File: src/rtl/core/tspr_pkg.sv
// Package for the two-segment page replacement core.
// Holds the page width, the status codes and the result record shared by all files but tspr_ram.
// No dependencies.
`default_nettype none

package tspr_pkg;

  localparam int unsigned PageW = 16;

  typedef enum logic [2:0] {
    ST_COLD_APPEND   = 3'd0,
    ST_HOT_PUSH      = 3'd1,
    ST_COLD_REPLACE  = 3'd2,
    ST_PROMOTED      = 3'd3,
    ST_NULL          = 3'd4,
    ST_COLD_NOT_FULL = 3'd5,
    ST_HOT_FULL      = 3'd6
  } status_e;

  typedef enum logic {
    ACT_INSERT  = 1'b0,
    ACT_PROMOTE = 1'b1
  } action_e;

  typedef struct packed {
    status_e          status;
    logic             evicted_valid;
    logic [PageW-1:0] evicted_page;
    logic             found_in_cold;
  } rslt_t;

endpackage

`default_nettype wire

File: src/rtl/core/tspr_if.sv
// Valid/ready channel interfaces for the request and response transactions.
// Depends on tspr_pkg for the page width.
`default_nettype none

interface tspr_req_if;
  logic                       valid;
  logic                       ready;
  logic                       action;
  logic                       page_absent;
  logic [tspr_pkg::PageW-1:0] page_id;

  modport source (output valid, action, page_absent, page_id, input ready);
  modport sink   (input valid, action, page_absent, page_id, output ready);
endinterface

interface tspr_rsp_if;
  logic                       valid;
  logic                       ready;
  logic [2:0]                 status;
  logic                       evicted_valid;
  logic [tspr_pkg::PageW-1:0] evicted_page;
  logic                       found_in_cold;

  modport source (output valid, status, evicted_valid, evicted_page, found_in_cold,
                  input ready);
  modport sink   (input valid, status, evicted_valid, evicted_page, found_in_cold,
                  output ready);
endinterface

`default_nettype wire

File: src/rtl/core/two_segment_page_replacement_core.sv
// Top level of the two-segment (cold/hot) page replacement core.
// Depends on tspr_pkg, tspr_if and tspr_ctrl.
//
//   Channel  Dir  Handshake          Payload
//   req_i    in   valid/ready        action, page_absent, page_id
//   rsp_o    out  valid/ready        status, evicted_valid, evicted_page, found_in_cold
//
// One transaction at a time: null, rejected and cold-append requests need no sweep, a hot
// push sweeps the hot list, a cold replace the cold list, and a promote the cold list and
// then the hot list. The work is done by the single sweep unit that moves one list entry
// per cycle through the page memory ports.
// Reset clears both list counts; the list memories are not cleared.
// A full response register lets one result wait while the next request is accepted.
`default_nettype none

module two_segment_page_replacement_core #(
  parameter int unsigned COLD_DEPTH = 8,
  parameter int unsigned HOT_DEPTH  = 8
) (
  input  logic       clk_i,
  input  logic       rst_ni,
  tspr_req_if.sink   req_i,
  tspr_rsp_if.source rsp_o
);
  import tspr_pkg::*;

  logic  rslt_valid, rslt_ready, load;
  rslt_t rslt;
  logic  rsp_valid_q, rsp_valid_d;
  rslt_t rsp_q;

  tspr_ctrl #(.COLD_DEPTH(COLD_DEPTH), .HOT_DEPTH(HOT_DEPTH)) u_ctrl (
    .clk_i         (clk_i),
    .rst_ni        (rst_ni),
    .req_valid_i   (req_i.valid),
    .req_ready_o   (req_i.ready),
    .action_i      (req_i.action),
    .page_absent_i (req_i.page_absent),
    .page_id_i     (req_i.page_id),
    .rslt_valid_o  (rslt_valid),
    .rslt_ready_i  (rslt_ready),
    .rslt_o        (rslt)
  );

  assign rslt_ready = !rsp_valid_q || rsp_o.ready;
  assign load       = rslt_valid && rslt_ready;

  always_comb begin
    rsp_valid_d = rsp_valid_q;
    if (load) begin
      rsp_valid_d = 1'b1;
    end else if (rsp_o.ready) begin
      rsp_valid_d = 1'b0;
    end
  end

  always_ff @(posedge clk_i or negedge rst_ni) begin
    if (!rst_ni) begin
      rsp_valid_q <= 1'b0;
    end else begin
      rsp_valid_q <= rsp_valid_d;
    end
  end

  always_ff @(posedge clk_i) begin
    if (load) begin
      rsp_q <= rslt;
    end
  end

  assign rsp_o.valid         = rsp_valid_q;
  assign rsp_o.status        = rsp_q.status;
  assign rsp_o.evicted_valid = rsp_q.evicted_valid;
  assign rsp_o.evicted_page  = rsp_q.evicted_page;
  assign rsp_o.found_in_cold = rsp_q.found_in_cold;

endmodule

`default_nettype wire

File: src/rtl/core/tspr_ram.sv
// Simple dual-port page memory: one write port and one registered read port.
// No dependencies.
`default_nettype none

module tspr_ram #(
  parameter int unsigned Depth = 8,
  parameter int unsigned Width = 16,
  localparam int unsigned AddrW = (Depth > 1) ? $clog2(Depth) : 1
) (
  input  logic             clk_i,
  input  logic             we_i,
  input  logic [AddrW-1:0] waddr_i,
  input  logic [Width-1:0] wdata_i,
  input  logic [AddrW-1:0] raddr_i,
  output logic [Width-1:0] rdata_o
);

  logic [Width-1:0] mem_q [Depth];
  logic [Width-1:0] rdata_q;

  always_ff @(posedge clk_i) begin
    if (we_i) begin
      mem_q[waddr_i] <= wdata_i;
    end
    rdata_q <= mem_q[raddr_i];
  end

  assign rdata_o = rdata_q;

endmodule

`default_nettype wire

File: src/rtl/core/tspr_ctrl.sv
// Sequencer of the page replacement core: one read/compare/write sweep unit
// shared by the cold list and the hot list, plus the list counts.
// Depends on tspr_pkg and tspr_ram.
`default_nettype none

module tspr_ctrl #(
  parameter int unsigned COLD_DEPTH = 8,
  parameter int unsigned HOT_DEPTH  = 8
) (
  input  logic                       clk_i,
  input  logic                       rst_ni,
  input  logic                       req_valid_i,
  output logic                       req_ready_o,
  input  logic                       action_i,
  input  logic                       page_absent_i,
  input  logic [tspr_pkg::PageW-1:0] page_id_i,
  output logic                       rslt_valid_o,
  input  logic                       rslt_ready_i,
  output tspr_pkg::rslt_t            rslt_o
);
  import tspr_pkg::*;

  localparam int unsigned MaxD   = (COLD_DEPTH > HOT_DEPTH) ? COLD_DEPTH : HOT_DEPTH;
  localparam int unsigned CAW    = (COLD_DEPTH > 1) ? $clog2(COLD_DEPTH) : 1;
  localparam int unsigned HAW    = (HOT_DEPTH > 1) ? $clog2(HOT_DEPTH) : 1;
  localparam int unsigned AW     = (MaxD > 1) ? $clog2(MaxD) : 1;
  localparam int unsigned CCW    = $clog2(COLD_DEPTH + 1);
  localparam int unsigned HCW    = $clog2(HOT_DEPTH + 1);
  localparam int unsigned RW     = $clog2(MaxD + 1);
  localparam int unsigned ColdLo = (COLD_DEPTH >= 2) ? 1 : 0;

  typedef enum logic [3:0] {
    S_IDLE  = 4'b0001,
    S_SWEEP = 4'b0010,
    S_FINAL = 4'b0100,
    S_DONE  = 4'b1000
  } state_e;

  typedef enum logic [2:0] {
    OP_NONE,
    OP_COLD_APPEND,
    OP_HOT_PUSH,
    OP_COLD_REPLACE,
    OP_PROMOTE
  } op_e;

  state_e           state_q, state_d;
  op_e              op_q, op_d;
  logic [PageW-1:0] id_q, id_d;
  logic             sel_hot_q, sel_hot_d;
  logic             down_q, down_d;
  logic [AW-1:0]    rd_idx_q, rd_idx_d;
  logic [RW-1:0]    rem_q, rem_d;
  logic             rv_q, rv_d;
  logic [AW-1:0]    ra_q, ra_d;
  logic [CCW-1:0]   w_q, w_d;
  logic [CCW-1:0]   cold_cnt_q, cold_cnt_d;
  logic [HCW-1:0]   hot_cnt_q, hot_cnt_d;
  status_e          status_q, status_d;
  logic             ev_valid_q, ev_valid_d;
  logic [PageW-1:0] ev_page_q, ev_page_d;
  logic             found_q, found_d;

  logic             cold_we, hot_we;
  logic [CAW-1:0]   cold_waddr;
  logic [HAW-1:0]   hot_waddr;
  logic [PageW-1:0] cold_wdata, hot_wdata;
  logic [PageW-1:0] cold_rdata, hot_rdata, rdata;
  logic             accept, cold_full, hot_full, data_hit;

  tspr_ram #(.Depth(COLD_DEPTH), .Width(PageW)) u_cold_ram (
    .clk_i   (clk_i),
    .we_i    (cold_we),
    .waddr_i (cold_waddr),
    .wdata_i (cold_wdata),
    .raddr_i (rd_idx_q[CAW-1:0]),
    .rdata_o (cold_rdata)
  );

  tspr_ram #(.Depth(HOT_DEPTH), .Width(PageW)) u_hot_ram (
    .clk_i   (clk_i),
    .we_i    (hot_we),
    .waddr_i (hot_waddr),
    .wdata_i (hot_wdata),
    .raddr_i (rd_idx_q[HAW-1:0]),
    .rdata_o (hot_rdata)
  );

  assign req_ready_o = (state_q == S_IDLE);
  assign accept      = req_valid_i && req_ready_o;
  assign cold_full   = (cold_cnt_q == CCW'(COLD_DEPTH));
  assign hot_full    = (hot_cnt_q == HCW'(HOT_DEPTH));
  assign rdata       = sel_hot_q ? hot_rdata : cold_rdata;
  assign data_hit    = (rdata == id_q);

  always_comb begin
    state_d    = state_q;
    op_d       = op_q;
    id_d       = id_q;
    sel_hot_d  = sel_hot_q;
    down_d     = down_q;
    rd_idx_d   = rd_idx_q;
    rem_d      = rem_q;
    rv_d       = 1'b0;
    ra_d       = rd_idx_q;
    w_d        = w_q;
    cold_cnt_d = cold_cnt_q;
    hot_cnt_d  = hot_cnt_q;
    status_d   = status_q;
    ev_valid_d = ev_valid_q;
    ev_page_d  = ev_page_q;
    found_d    = found_q;
    cold_we    = 1'b0;
    cold_waddr = '0;
    cold_wdata = id_q;
    hot_we     = 1'b0;
    hot_waddr  = '0;
    hot_wdata  = id_q;

    case (state_q)
      S_IDLE: begin
        if (accept) begin
          state_d    = S_SWEEP;
          id_d       = page_id_i;
          op_d       = OP_NONE;
          ev_valid_d = 1'b0;
          ev_page_d  = '0;
          found_d    = 1'b0;
          w_d        = '0;
          sel_hot_d  = 1'b0;
          down_d     = 1'b1;
          rd_idx_d   = '0;
          rem_d      = '0;
          if (page_absent_i) begin
            status_d = ST_NULL;
          end else if (action_i == ACT_INSERT) begin
            if (!cold_full) begin
              op_d     = OP_COLD_APPEND;
              status_d = ST_COLD_APPEND;
            end else if (!hot_full) begin
              op_d      = OP_HOT_PUSH;
              status_d  = ST_HOT_PUSH;
              sel_hot_d = 1'b1;
              rd_idx_d  = AW'(hot_cnt_q) - AW'(1);
              rem_d     = RW'(hot_cnt_q);
            end else begin
              op_d     = OP_COLD_REPLACE;
              status_d = ST_COLD_REPLACE;
              rd_idx_d = AW'(COLD_DEPTH - 1);
              rem_d    = RW'(COLD_DEPTH - ColdLo);
            end
          end else begin
            if (!cold_full) begin
              status_d = ST_COLD_NOT_FULL;
            end else if (hot_full) begin
              status_d = ST_HOT_FULL;
            end else begin
              op_d     = OP_PROMOTE;
              status_d = ST_PROMOTED;
              down_d   = 1'b0;
              rem_d    = RW'(COLD_DEPTH);
            end
          end
        end
      end

      S_SWEEP: begin
        if (rem_q != '0) begin
          rv_d     = 1'b1;
          rem_d    = rem_q - RW'(1);
          rd_idx_d = down_q ? (rd_idx_q - AW'(1)) : (rd_idx_q + AW'(1));
        end
        if (rv_q) begin
          if (down_q) begin
            if (op_q == OP_COLD_REPLACE && ra_q == AW'(COLD_DEPTH - 1)) begin
              ev_valid_d = 1'b1;
              ev_page_d  = rdata;
            end else if (sel_hot_q) begin
              hot_we    = 1'b1;
              hot_waddr = HAW'(ra_q + AW'(1));
              hot_wdata = rdata;
            end else begin
              cold_we    = 1'b1;
              cold_waddr = CAW'(ra_q + AW'(1));
              cold_wdata = rdata;
            end
          end else if (data_hit) begin
            found_d = 1'b1;
          end else begin
            cold_we    = 1'b1;
            cold_waddr = CAW'(w_q);
            cold_wdata = rdata;
            w_d        = w_q + CCW'(1);
          end
        end
        if (rem_q == '0) begin
          if (op_q == OP_PROMOTE && !sel_hot_q) begin
            sel_hot_d = 1'b1;
            down_d    = 1'b1;
            rd_idx_d  = AW'(hot_cnt_q) - AW'(1);
            rem_d     = RW'(hot_cnt_q);
          end else begin
            state_d = S_FINAL;
          end
        end
      end

      S_FINAL: begin
        state_d = S_DONE;
        case (op_q)
          OP_COLD_APPEND: begin
            cold_we    = 1'b1;
            cold_waddr = CAW'(cold_cnt_q);
            cold_cnt_d = cold_cnt_q + CCW'(1);
          end
          OP_HOT_PUSH: begin
            hot_we    = 1'b1;
            hot_cnt_d = hot_cnt_q + HCW'(1);
          end
          OP_COLD_REPLACE: begin
            cold_we    = 1'b1;
            cold_waddr = CAW'(ColdLo);
          end
          OP_PROMOTE: begin
            hot_we     = 1'b1;
            hot_cnt_d  = hot_cnt_q + HCW'(1);
            cold_cnt_d = w_q;
          end
          default: begin
          end
        endcase
      end

      S_DONE: begin
        if (rslt_ready_i) begin
          state_d = S_IDLE;
        end
      end

      default: begin
        state_d = S_IDLE;
      end
    endcase
  end

  always_ff @(posedge clk_i or negedge rst_ni) begin
    if (!rst_ni) begin
      state_q    <= S_IDLE;
      op_q       <= OP_NONE;
      sel_hot_q  <= 1'b0;
      down_q     <= 1'b1;
      rem_q      <= '0;
      rv_q       <= 1'b0;
      cold_cnt_q <= '0;
      hot_cnt_q  <= '0;
    end else begin
      state_q    <= state_d;
      op_q       <= op_d;
      sel_hot_q  <= sel_hot_d;
      down_q     <= down_d;
      rem_q      <= rem_d;
      rv_q       <= rv_d;
      cold_cnt_q <= cold_cnt_d;
      hot_cnt_q  <= hot_cnt_d;
    end
  end

  always_ff @(posedge clk_i) begin
    id_q       <= id_d;
    rd_idx_q   <= rd_idx_d;
    ra_q       <= ra_d;
    w_q        <= w_d;
    status_q   <= status_d;
    ev_valid_q <= ev_valid_d;
    ev_page_q  <= ev_page_d;
    found_q    <= found_d;
  end

  assign rslt_valid_o         = (state_q == S_DONE);
  assign rslt_o.status        = status_q;
  assign rslt_o.evicted_valid = ev_valid_q;
  assign rslt_o.evicted_page  = ev_page_q;
  assign rslt_o.found_in_cold = found_q;

endmodule

`default_nettype wire

File: src/flat_wrapper.sv
// flat-port wrapper written by rule: the top's interface ports become plain ports
module two_segment_page_replacement_core_flat import tspr_pkg::*;
#(
  parameter int unsigned COLD_DEPTH = 8,
  parameter int unsigned HOT_DEPTH  = 8
)
  (clk_i, rst_ni, req_i_valid, req_i_action, req_i_page_absent, req_i_page_id, req_i_ready, rsp_o_valid, rsp_o_status, rsp_o_evicted_valid, rsp_o_evicted_page, rsp_o_found_in_cold, rsp_o_ready);
  tspr_req_if req_i_i ();
  tspr_rsp_if rsp_o_i ();
  input  logic clk_i;
  input  logic rst_ni;
  input wire logic [$bits(req_i_i.valid)-1:0] req_i_valid;
  input wire logic [$bits(req_i_i.action)-1:0] req_i_action;
  input wire logic [$bits(req_i_i.page_absent)-1:0] req_i_page_absent;
  input wire logic [$bits(req_i_i.page_id)-1:0] req_i_page_id;
  output wire logic [$bits(req_i_i.ready)-1:0] req_i_ready;
  output wire logic [$bits(rsp_o_i.valid)-1:0] rsp_o_valid;
  output wire logic [$bits(rsp_o_i.status)-1:0] rsp_o_status;
  output wire logic [$bits(rsp_o_i.evicted_valid)-1:0] rsp_o_evicted_valid;
  output wire logic [$bits(rsp_o_i.evicted_page)-1:0] rsp_o_evicted_page;
  output wire logic [$bits(rsp_o_i.found_in_cold)-1:0] rsp_o_found_in_cold;
  input wire logic [$bits(rsp_o_i.ready)-1:0] rsp_o_ready;
  assign req_i_i.valid = req_i_valid;
  assign req_i_i.action = req_i_action;
  assign req_i_i.page_absent = req_i_page_absent;
  assign req_i_i.page_id = req_i_page_id;
  assign req_i_ready = req_i_i.ready;
  assign rsp_o_valid = rsp_o_i.valid;
  assign rsp_o_status = rsp_o_i.status;
  assign rsp_o_evicted_valid = rsp_o_i.evicted_valid;
  assign rsp_o_evicted_page = rsp_o_i.evicted_page;
  assign rsp_o_found_in_cold = rsp_o_i.found_in_cold;
  assign rsp_o_i.ready = rsp_o_ready;
  two_segment_page_replacement_core #(.COLD_DEPTH(COLD_DEPTH), .HOT_DEPTH(HOT_DEPTH)) u_core (.clk_i(clk_i), .rst_ni(rst_ni), .req_i(req_i_i), .rsp_o(rsp_o_i));
endmodule
File: config.mk
export PLATFORM = sky130hd
export DESIGN_NAME = two_segment_page_replacement_core_flat
export DESIGN_NICKNAME = d
export VERILOG_FILES = /design/src/rtl/core/tspr_pkg.sv /design/src/rtl/core/tspr_if.sv /design/src/rtl/core/two_segment_page_replacement_core.sv /design/src/rtl/core/tspr_ram.sv /design/src/rtl/core/tspr_ctrl.sv /design/src/flat_wrapper.sv
export SDC_FILE = /design/constraint.sdc
export NUM_CORES = 1
export LEC_CHECK = 0
export BUFFER_PORTS_ARGS = -buffer_cell sky130_fd_sc_hd__buf_4
export CAP_MARGIN = 20
export CORE_MARGIN = 4
export CORE_UTILIZATION = 56
export CTS_CLUSTER_SIZE = 12
export DETAILED_ROUTE_END_ITERATION = 8
export PLACE_DENSITY = 0.74
export SYNTH_ARGS = -nofsm -noshare
export SYNTH_HDL_FRONTEND = slang
export SYNTH_HIERARCHICAL = 1
export SYNTH_SLANG_ARGS = --single-unit
File: constraint.sdc
create_clock -name clk_i -period 3.7 [get_ports clk_i]
set_input_delay 0.555 -clock clk_i [delete_from_list [all_inputs] [get_ports clk_i]]
set_output_delay 0.555 -clock clk_i [all_outputs]
set_load 0.02 [all_outputs]
== Word-level counts from Yosys, hierarchy flattened ==
Memories as Yosys holds them, arrays and structs flattened. A register that Yosys moved wholly into a read port is not among the register bits.
Index checks and enable logic that the tools add are counted.

* Flip-flop bits (word level): 91
* Latch bits: 0
* Memory bits (writable): 256
* ROM bits: 0
* Input port bits: 22
* Output and inout port bits: 23
* Logic and storage cells: 193
* Memories: 2

* $add $sub $neg: 8
* Multipliers: 0
* Divide/modulo/power cells: 0
* Order comparisons: 0
* Equal/unequal tests: 23
* Shift operators: 0
* Mux-type cells: 116
* Bitwise logic cells: 0
* Reduce and logical (&&, ||, !) cells: 23

{| class="wikitable"
|+ Memory list
! memory !! depth !! width !! rd ports !! clocked after memory_dff !! write ports !! line !! text
|-
| u_core.u_ctrl.u_cold_ram.mem_q || 8 || 16 || 1 || 1 || 1 || tspr_ram.sv:18 || <nowiki>logic [Width-1:0] mem_q [Depth];</nowiki>
|-
| u_core.u_ctrl.u_hot_ram.mem_q || 8 || 16 || 1 || 1 || 1 || tspr_ram.sv:18 ||
|}

{| class="wikitable"
|+ Operators with widths
! kind !! count
|-
| 16-bit 2-to-1 mux || 16
|-
| 3-bit 2-to-1 mux || 26
|-
| 4-bit 2-to-1 mux || 18
|-
| 1-bit 2-to-1 mux || 39
|-
| 16-bit one-hot mux with 2 select lines || 1
|-
| 4-bit one-hot mux with 2 select lines || 3
|-
| 2-bit != test (second input constant) || 10
|-
| 3-bit one-hot mux with 2 select lines || 3
|-
| 16-bit == test || 1
|-
| 4-bit one-hot mux with 4 select lines || 1
|-
| 5-bit AND reduction || 3
|-
| 4-bit by 1-bit adder with 4-bit output (second input constant) || 3
|-
| 4-bit == test (second input constant) || 3
|-
| 1-bit one-hot mux with 2 select lines || 6
|-
| 2-bit AND reduction || 4
|-
| 4-bit AND reduction || 2
|-
| 3-bit by 1-bit adder with 3-bit output (second input constant) || 2
|-
| 3-bit by 2-bit == test with 1-bit output (second input constant) || 2
|-
| 3-bit == test (second input constant) || 2
|-
| 2-bit 2-to-1 mux || 3
|-
| 2-bit nonzero test || 3
|-
| 3-bit by 1-bit subtractor with 3-bit output (second input constant) || 2
|-
| 4-bit by 1-bit == test with 1-bit output (second input constant) || 1
|-
| 4-bit by 2-bit == test with 1-bit output (second input constant) || 1
|-
| 10 further kinds || 15
|}

== Depth between registers and ports, before layout ==
* Depth after elaboration: 8
* Depth in mapped cells: 11
* Gate-level depth less buffers: 9

== Cells and area by module ==
The synthesis kept the hierarchy.

{| class="wikitable"
|+ Modules (own cells, without submodules)
! module !! instances !! cells each !! area an instance (um^2) !! sequential area each (um^2)
|-
| tspr_ram || 2 || 214 || 5293.8 || 4164.0
|-
| tspr_ctrl || 1 || 421 || 4196.5 || 1934.4
|-
| two_segment_page_replacement_core || 1 || 25 || 684.4 || 655.6
|}

== Worst setup path after synthesis ==
Ideal clock, no wire load.

* Kind: reg-to-reg
* From: reg u_core.u_ctrl.sel_hot_q
* To: mem u_core.u_ctrl.u_cold_ram.mem_q[0][0] (enable)
* Library setup time: 0.409 ns
* Arrival: 3.143 ns
* Required time: 3.291 ns
* Slack: 0.148 ns
* Cell stages (with the launch flop): 11
* Buffers on the path: 2
* Period minus slack after synthesis: 3.552 ns
* Path through: dfrtp_1 buf_6 mux2i_1 xnor2_1 nor4_1 nand4_1 buf_4 a21oi_4 o21ai_1 nand2b_1 nor3_1

* Elaborated cells between the ends (all ways): 16
* Those cells by class: eq/ne (1); mux (15)

{| class="wikitable"
|+ RTL lines
! what !! line !! text
|-
| start: declaration || tspr_ctrl.sv:50 || <nowiki>logic sel_hot_q, sel_hot_d;</nowiki>
|-
| start signal: assignment || tspr_ctrl.sv:259 || <nowiki>sel_hot_q <= sel_hot_d;</nowiki>
|-
| 16-bit 2-to-1 mux || tspr_ctrl.sv:93 || <nowiki>assign rdata = sel_hot_q ? hot_rdata : cold_rdata;</nowiki>
|-
| 16-bit == test || tspr_ctrl.sv:94 || <nowiki>assign data_hit = (rdata == id_q);</nowiki>
|-
| 3-bit 2-to-1 mux || tspr_ctrl.sv:187 || <nowiki>end else if (data_hit) begin</nowiki>
|-
| 3-bit 2-to-1 mux (*) || tspr_ctrl.sv:174 || <nowiki>if (down_q) begin</nowiki>
|-
| 3-bit 2-to-1 mux (*) || tspr_ctrl.sv:173 || <nowiki>if (rv_q) begin</nowiki>
|-
| 3-bit one-hot mux with 2 select lines (*) || tspr_ctrl.sv:120 || <nowiki>case (state_q)</nowiki>
|-
| via u_core.u_ctrl.cold_waddr[2] || tspr_ctrl.sv:65 || <nowiki>logic [CAW-1:0] cold_waddr;</nowiki>
|-
| end: declaration || tspr_ram.sv:18 ||
|}

The timed path passes the listed nets; every way through them passes the cells marked *.

== Final worst setup path ==
* From: reg u_core.u_ctrl.sel_hot_q
* To: mem u_core.u_ctrl.u_cold_ram.mem_q[4][0] (enable)

Same word-level chain as after synthesis.

==> impl_results.md <==
- Largest net degree at the start of global routing: 69
- WL final: 31000 microns
- Final Core Density: 64.7%
- XOR/XNOR Fraction of Synth Area: under 10%
- DRC: 0
- EDFF count, synth: between 300 and 400
- Cts bufs inserted: 39
- Tot Pwr: 12.1 mW
- Top layer in use: met4
- Yosys reg bits: around 380
- Clk buf depth: 3
- Fin crit share: 85.8%
- Worst Setup SP: u_core/u_ctrl/sel_hot_q
- Crit path time final: 3.18 ns
- Tot GR Track Use: slightly above 20%
- Type of the most critical hold path: input pin to flip-flop
- Worst-skew pair later-pin latency: 0.51 ns
- Final Skew: 0.00999 ns
- Post-Syn Instances: 874
- Slew @ Worst Pin: 0.981 ns
- Initial Util: approximately 57%
- Fmax: about 310 MHz
- Max-Cap Viols: 0
- Slew Viols, Final: 0
- Core area: 0.0271 sq mm
- Top Ports: 45
- Synth Flop Type: edfxtp_1
- IO Port Bufs: 44
- Synth Area in Simple Gates: 5.43%
- Nets: 980
- First-pass GRT wire length: 48200 microns
- # clock sinks: 379
- Average cell area after synthesis: about 18 sq um
- DR vias/cell: 6.00
- R2R Path Start: u_core/u_ctrl/sel_hot_q
- Vias in the first global route: just over 8k
- Met3 routed WL: 2040 microns
- Initial DRT Pass Iterations: 5
- Fillers: between 1.5k and 2k
- Total number of vias: 8091
- Area of the multi-input gates: 0.00425 sq mm
- Share of layout cells above drive strength 1: 20.6%
- P per Cell Area: ~690 mW/mm^2
- M1 WL: 13200 microns
- ANT cells: 0
- Net Sw Frac: around 28%
- R2r worst-path depth: 9
- Fin Setup TNS: 0 ns
- WL met2: 15000 microns
- Area Overhead vs Synth: 13.3%
- Post-synth ARST share: a little over 6%
- Final setup vio count: 0
- Initial DRC count: around 840
- Root buffer cell: clkbuf_16
- Seq/Total Area, Yosys: 70.6%
- Netlist cell types: 62
- Crit path launch type: flip-flop
- Total grt overflow: 0
- DIE HEIGHT: 174 microns
- Worst Path Arrival: 3.38 ns
- Req. time, crit path: 3.90 ns
- WL/cell: ~23 microns
- Routed Antenna Nets: 0
- Mux share of post-synthesis cell area: 15.6%
- Slew HR: around 34%
- Placer congestion estimate: approximately 0.87
- RSZ-0062 raised after global routing: no
- Peak supply drop: 356 uV
- CP endpoint kind: flip-flop
- Static leakage: ~6 nW
- Std cell rows: 60
- Reg2reg setup slack: ~0.52 ns
- Register area: 0.0109 sq mm
- DIE WIDTH: approximately 170 microns
- Adder-Cell Fraction of Synth Area: less than 1%
- CTS HTree Levels: 2
- Initial antenna violation count: 0
- Status: completed
- Clock share of power: slightly above 30%
- Syn Nets: roughly 910
- Seq pwr share: 46.8%
- Internal: ~8.7 mW
- Hpwl dp: 19500 microns
- Post-cts resize count: 0
- Hold buffers post-CTS: 1
- Synth warnings: 6
- Switch Pwr: 3.34 mW
- Post-synthesis compound-gate area fraction: under 10%
- Final Hold Violating Endpoints: 0
- Syn Std Cell Area: between 0.015 and 0.02 sq mm
- Crit Reg-Reg Endpoint: u_core/u_ctrl/u_cold_ram/mem_q[4][0]
- Crit Path Category: flip-flop to flip-flop
- Power share of the combinational group: 22.8%
- Min-delay src: req_i_page_id[15]
- Die area: between 0.03 and 0.04 sq mm
- Setup Buffers After CTS: 0
- Clk pin slew, worst setup/hold paths: 0.06 ns
- Worst Setup EP: u_core/u_ctrl/u_cold_ram/mem_q[4][0]
- Worst-path maximum fanout: 18
- CTS tree: built
- Largest family of logic cells by synthesized area: multiplexers
## cells by family after synthesis
group,after synthesis
adders and majority gates,9
DFF,379
xor gates and xnor gates,25
buffers and inverters,61
and+or+nand+nor,174
muxes,132
AOI/OAI and AO/OA,94
## layout make-up
cell class                      instances  area share (%)
Clock buffer                           65            6.60
Clock inverter                          4           0.271
Inverter                               15           0.321
Multi-Input combinational cell        434            24.3
Sequential cell                       379            62.3
Tap cell                              372            2.66
Timing Repair Buffer                   80            3.58
## layer usage
layer / global-route usage [%] / vias up
li1: - / 3647
met1: 28.9 / 4069
met4: 5.94 / 0
met3: 3.63 / 57
met2: 33.5 / 318
met5: 0 / -
## cells in the mapped netlist (5+ instances only)
| cell type | number | share of area (%) |
|---|---|---|
| edfxtp_1 | 321 | 62 |
| nor2_1 | 71 | 1.7 |
| mux4_1 | 56 | 9.5 |
| mux2_2 | 47 | 3.4 |
| dfxtp_1 | 35 | 4.5 |
| nand2_1 | 31 | 0.75 |
| a21oi_1 | 30 | 0.97 |
| xnor2_1 | 22 | 1.2 |
| clkbuf_1 | 21 | 0.51 |
| dfrtp_1 | 21 | 3.4 |
| nor3_1 | 18 | 0.58 |
| inv_1 | 15 | 0.36 |
| mux2i_1 | 15 | 0.97 |
| nand4_1 | 13 | 0.53 |
| nand2b_1 | 12 | 0.49 |
| o21ai_0 | 12 | 0.39 |
| o22ai_1 | 12 | 0.49 |
| buf_6 | 10 | 0.73 |
| o311a_1 | 10 | 0.65 |
| buf_1 | 9 | 0.22 |
| ha_1 | 8 | 0.65 |
| mux4_2 | 8 | 1.2 |
| mux2i_2 | 6 | 0.53 |
| a21bo_1 | 5 | 0.32 |
## power by group through the flow
stage	Combinational, mW	Sequential, mW	Clock, mW
finish	2.76	5.65	3.67
global route	2.98	5.68	3.96
CTS	2.78	5.64	3.74
detailed placement	2.77	5.72	0
global placement	2.70	5.72	0
floorplan	2.08	5.57	0
## per-stage QoR
stage	cells	hold WS, ns	setup WS [ns]	instance area, sq um
floorplan	874	0.259	0.148	15500
global placement	1279	0.402	0.724	16300
detailed placement	1279	0.405	0.607	16300
CTS	1349	0.201	0.576	17500
global route	1349	0.194	0.309	17500
finish	1349	0.215	0.524	17500
## sequential cells by signal, summed over array words and instances (netlist names), 3 cells and up
name,cells
u_core/u_ctrl/ev_page_q,16
u_core/rsp_o.status,3
u_core/rsp_o.evicted_page,16
u_core/u_ctrl/rem_q,4
u_core/u_ctrl/ra_q,3
u_core/u_ctrl/u_hot_ram/rdata_o,16
u_core/u_ctrl/cold_cnt_q,4
u_core/u_ctrl/ra_d,3
u_core/u_ctrl/u_hot_ram/mem_q,128
u_core/u_ctrl/status_q,3
u_core/u_ctrl/u_cold_ram/rdata_o,16
u_core/u_ctrl/id_q,16
u_core/u_ctrl/op_q,3
u_core/u_ctrl/hot_cnt_q,4
u_core/u_ctrl/w_q,4
u_core/u_ctrl/u_cold_ram/mem_q,128
u_core/u_ctrl/state_q,4
## layout by cell type, fill, tap and decap left out, types with 3 or more instances in the layout
cell,n
nor4b_1,3
nand3b_1,3
clkbuf_1,20
o211ai_1,3
o21ai_0,11
dfrtp_1,21
nor4_1,4
and2_1,4
a21bo_1,5
edfxtp_1,321
ha_1,8
a21oi_1,30
xor2_1,3
nand2_1,31
xnor2_1,22
dfxtp_1,35
mux4_2,8
a22oi_1,3
nor2_1,71
o311a_1,10
o21ai_1,3
nor3_2,4
clkbuf_8,4
mux2i_2,6
nand2b_1,12
clkbuf_16,41
mux4_1,56
nor3_1,14
nand4_1,13
buf_4,77
mux2_2,47
o22ai_1,12
inv_1,15
mux2i_1,15
## how the worst min path moves through the flow
stage	endpoint	cells past startpoint
finish	u_core/u_ctrl/id_q[15]	1
detailed placement	u_core/rsp_o.evicted_page[5]	0
global placement	u_core/rsp_o.evicted_valid	0
CTS	u_core/u_ctrl/id_q[15]	1
floorplan	u_core/rsp_o.valid	0
global route	u_core/u_ctrl/id_q[14]	1
## worst max-delay path, cell delays in order, from the launching register on
cell	delay [ns]
dfrtp_1	0.41
buf_12	0.21
mux2i_2	0.32
xnor2_1	0.10
nor4_1	0.37
nand4_1	0.24
a21oi_4	0.32
o22ai_1	0.22
nor3_2	0.35
buf_4	0.30
Power figures use the tool's default switching activity.
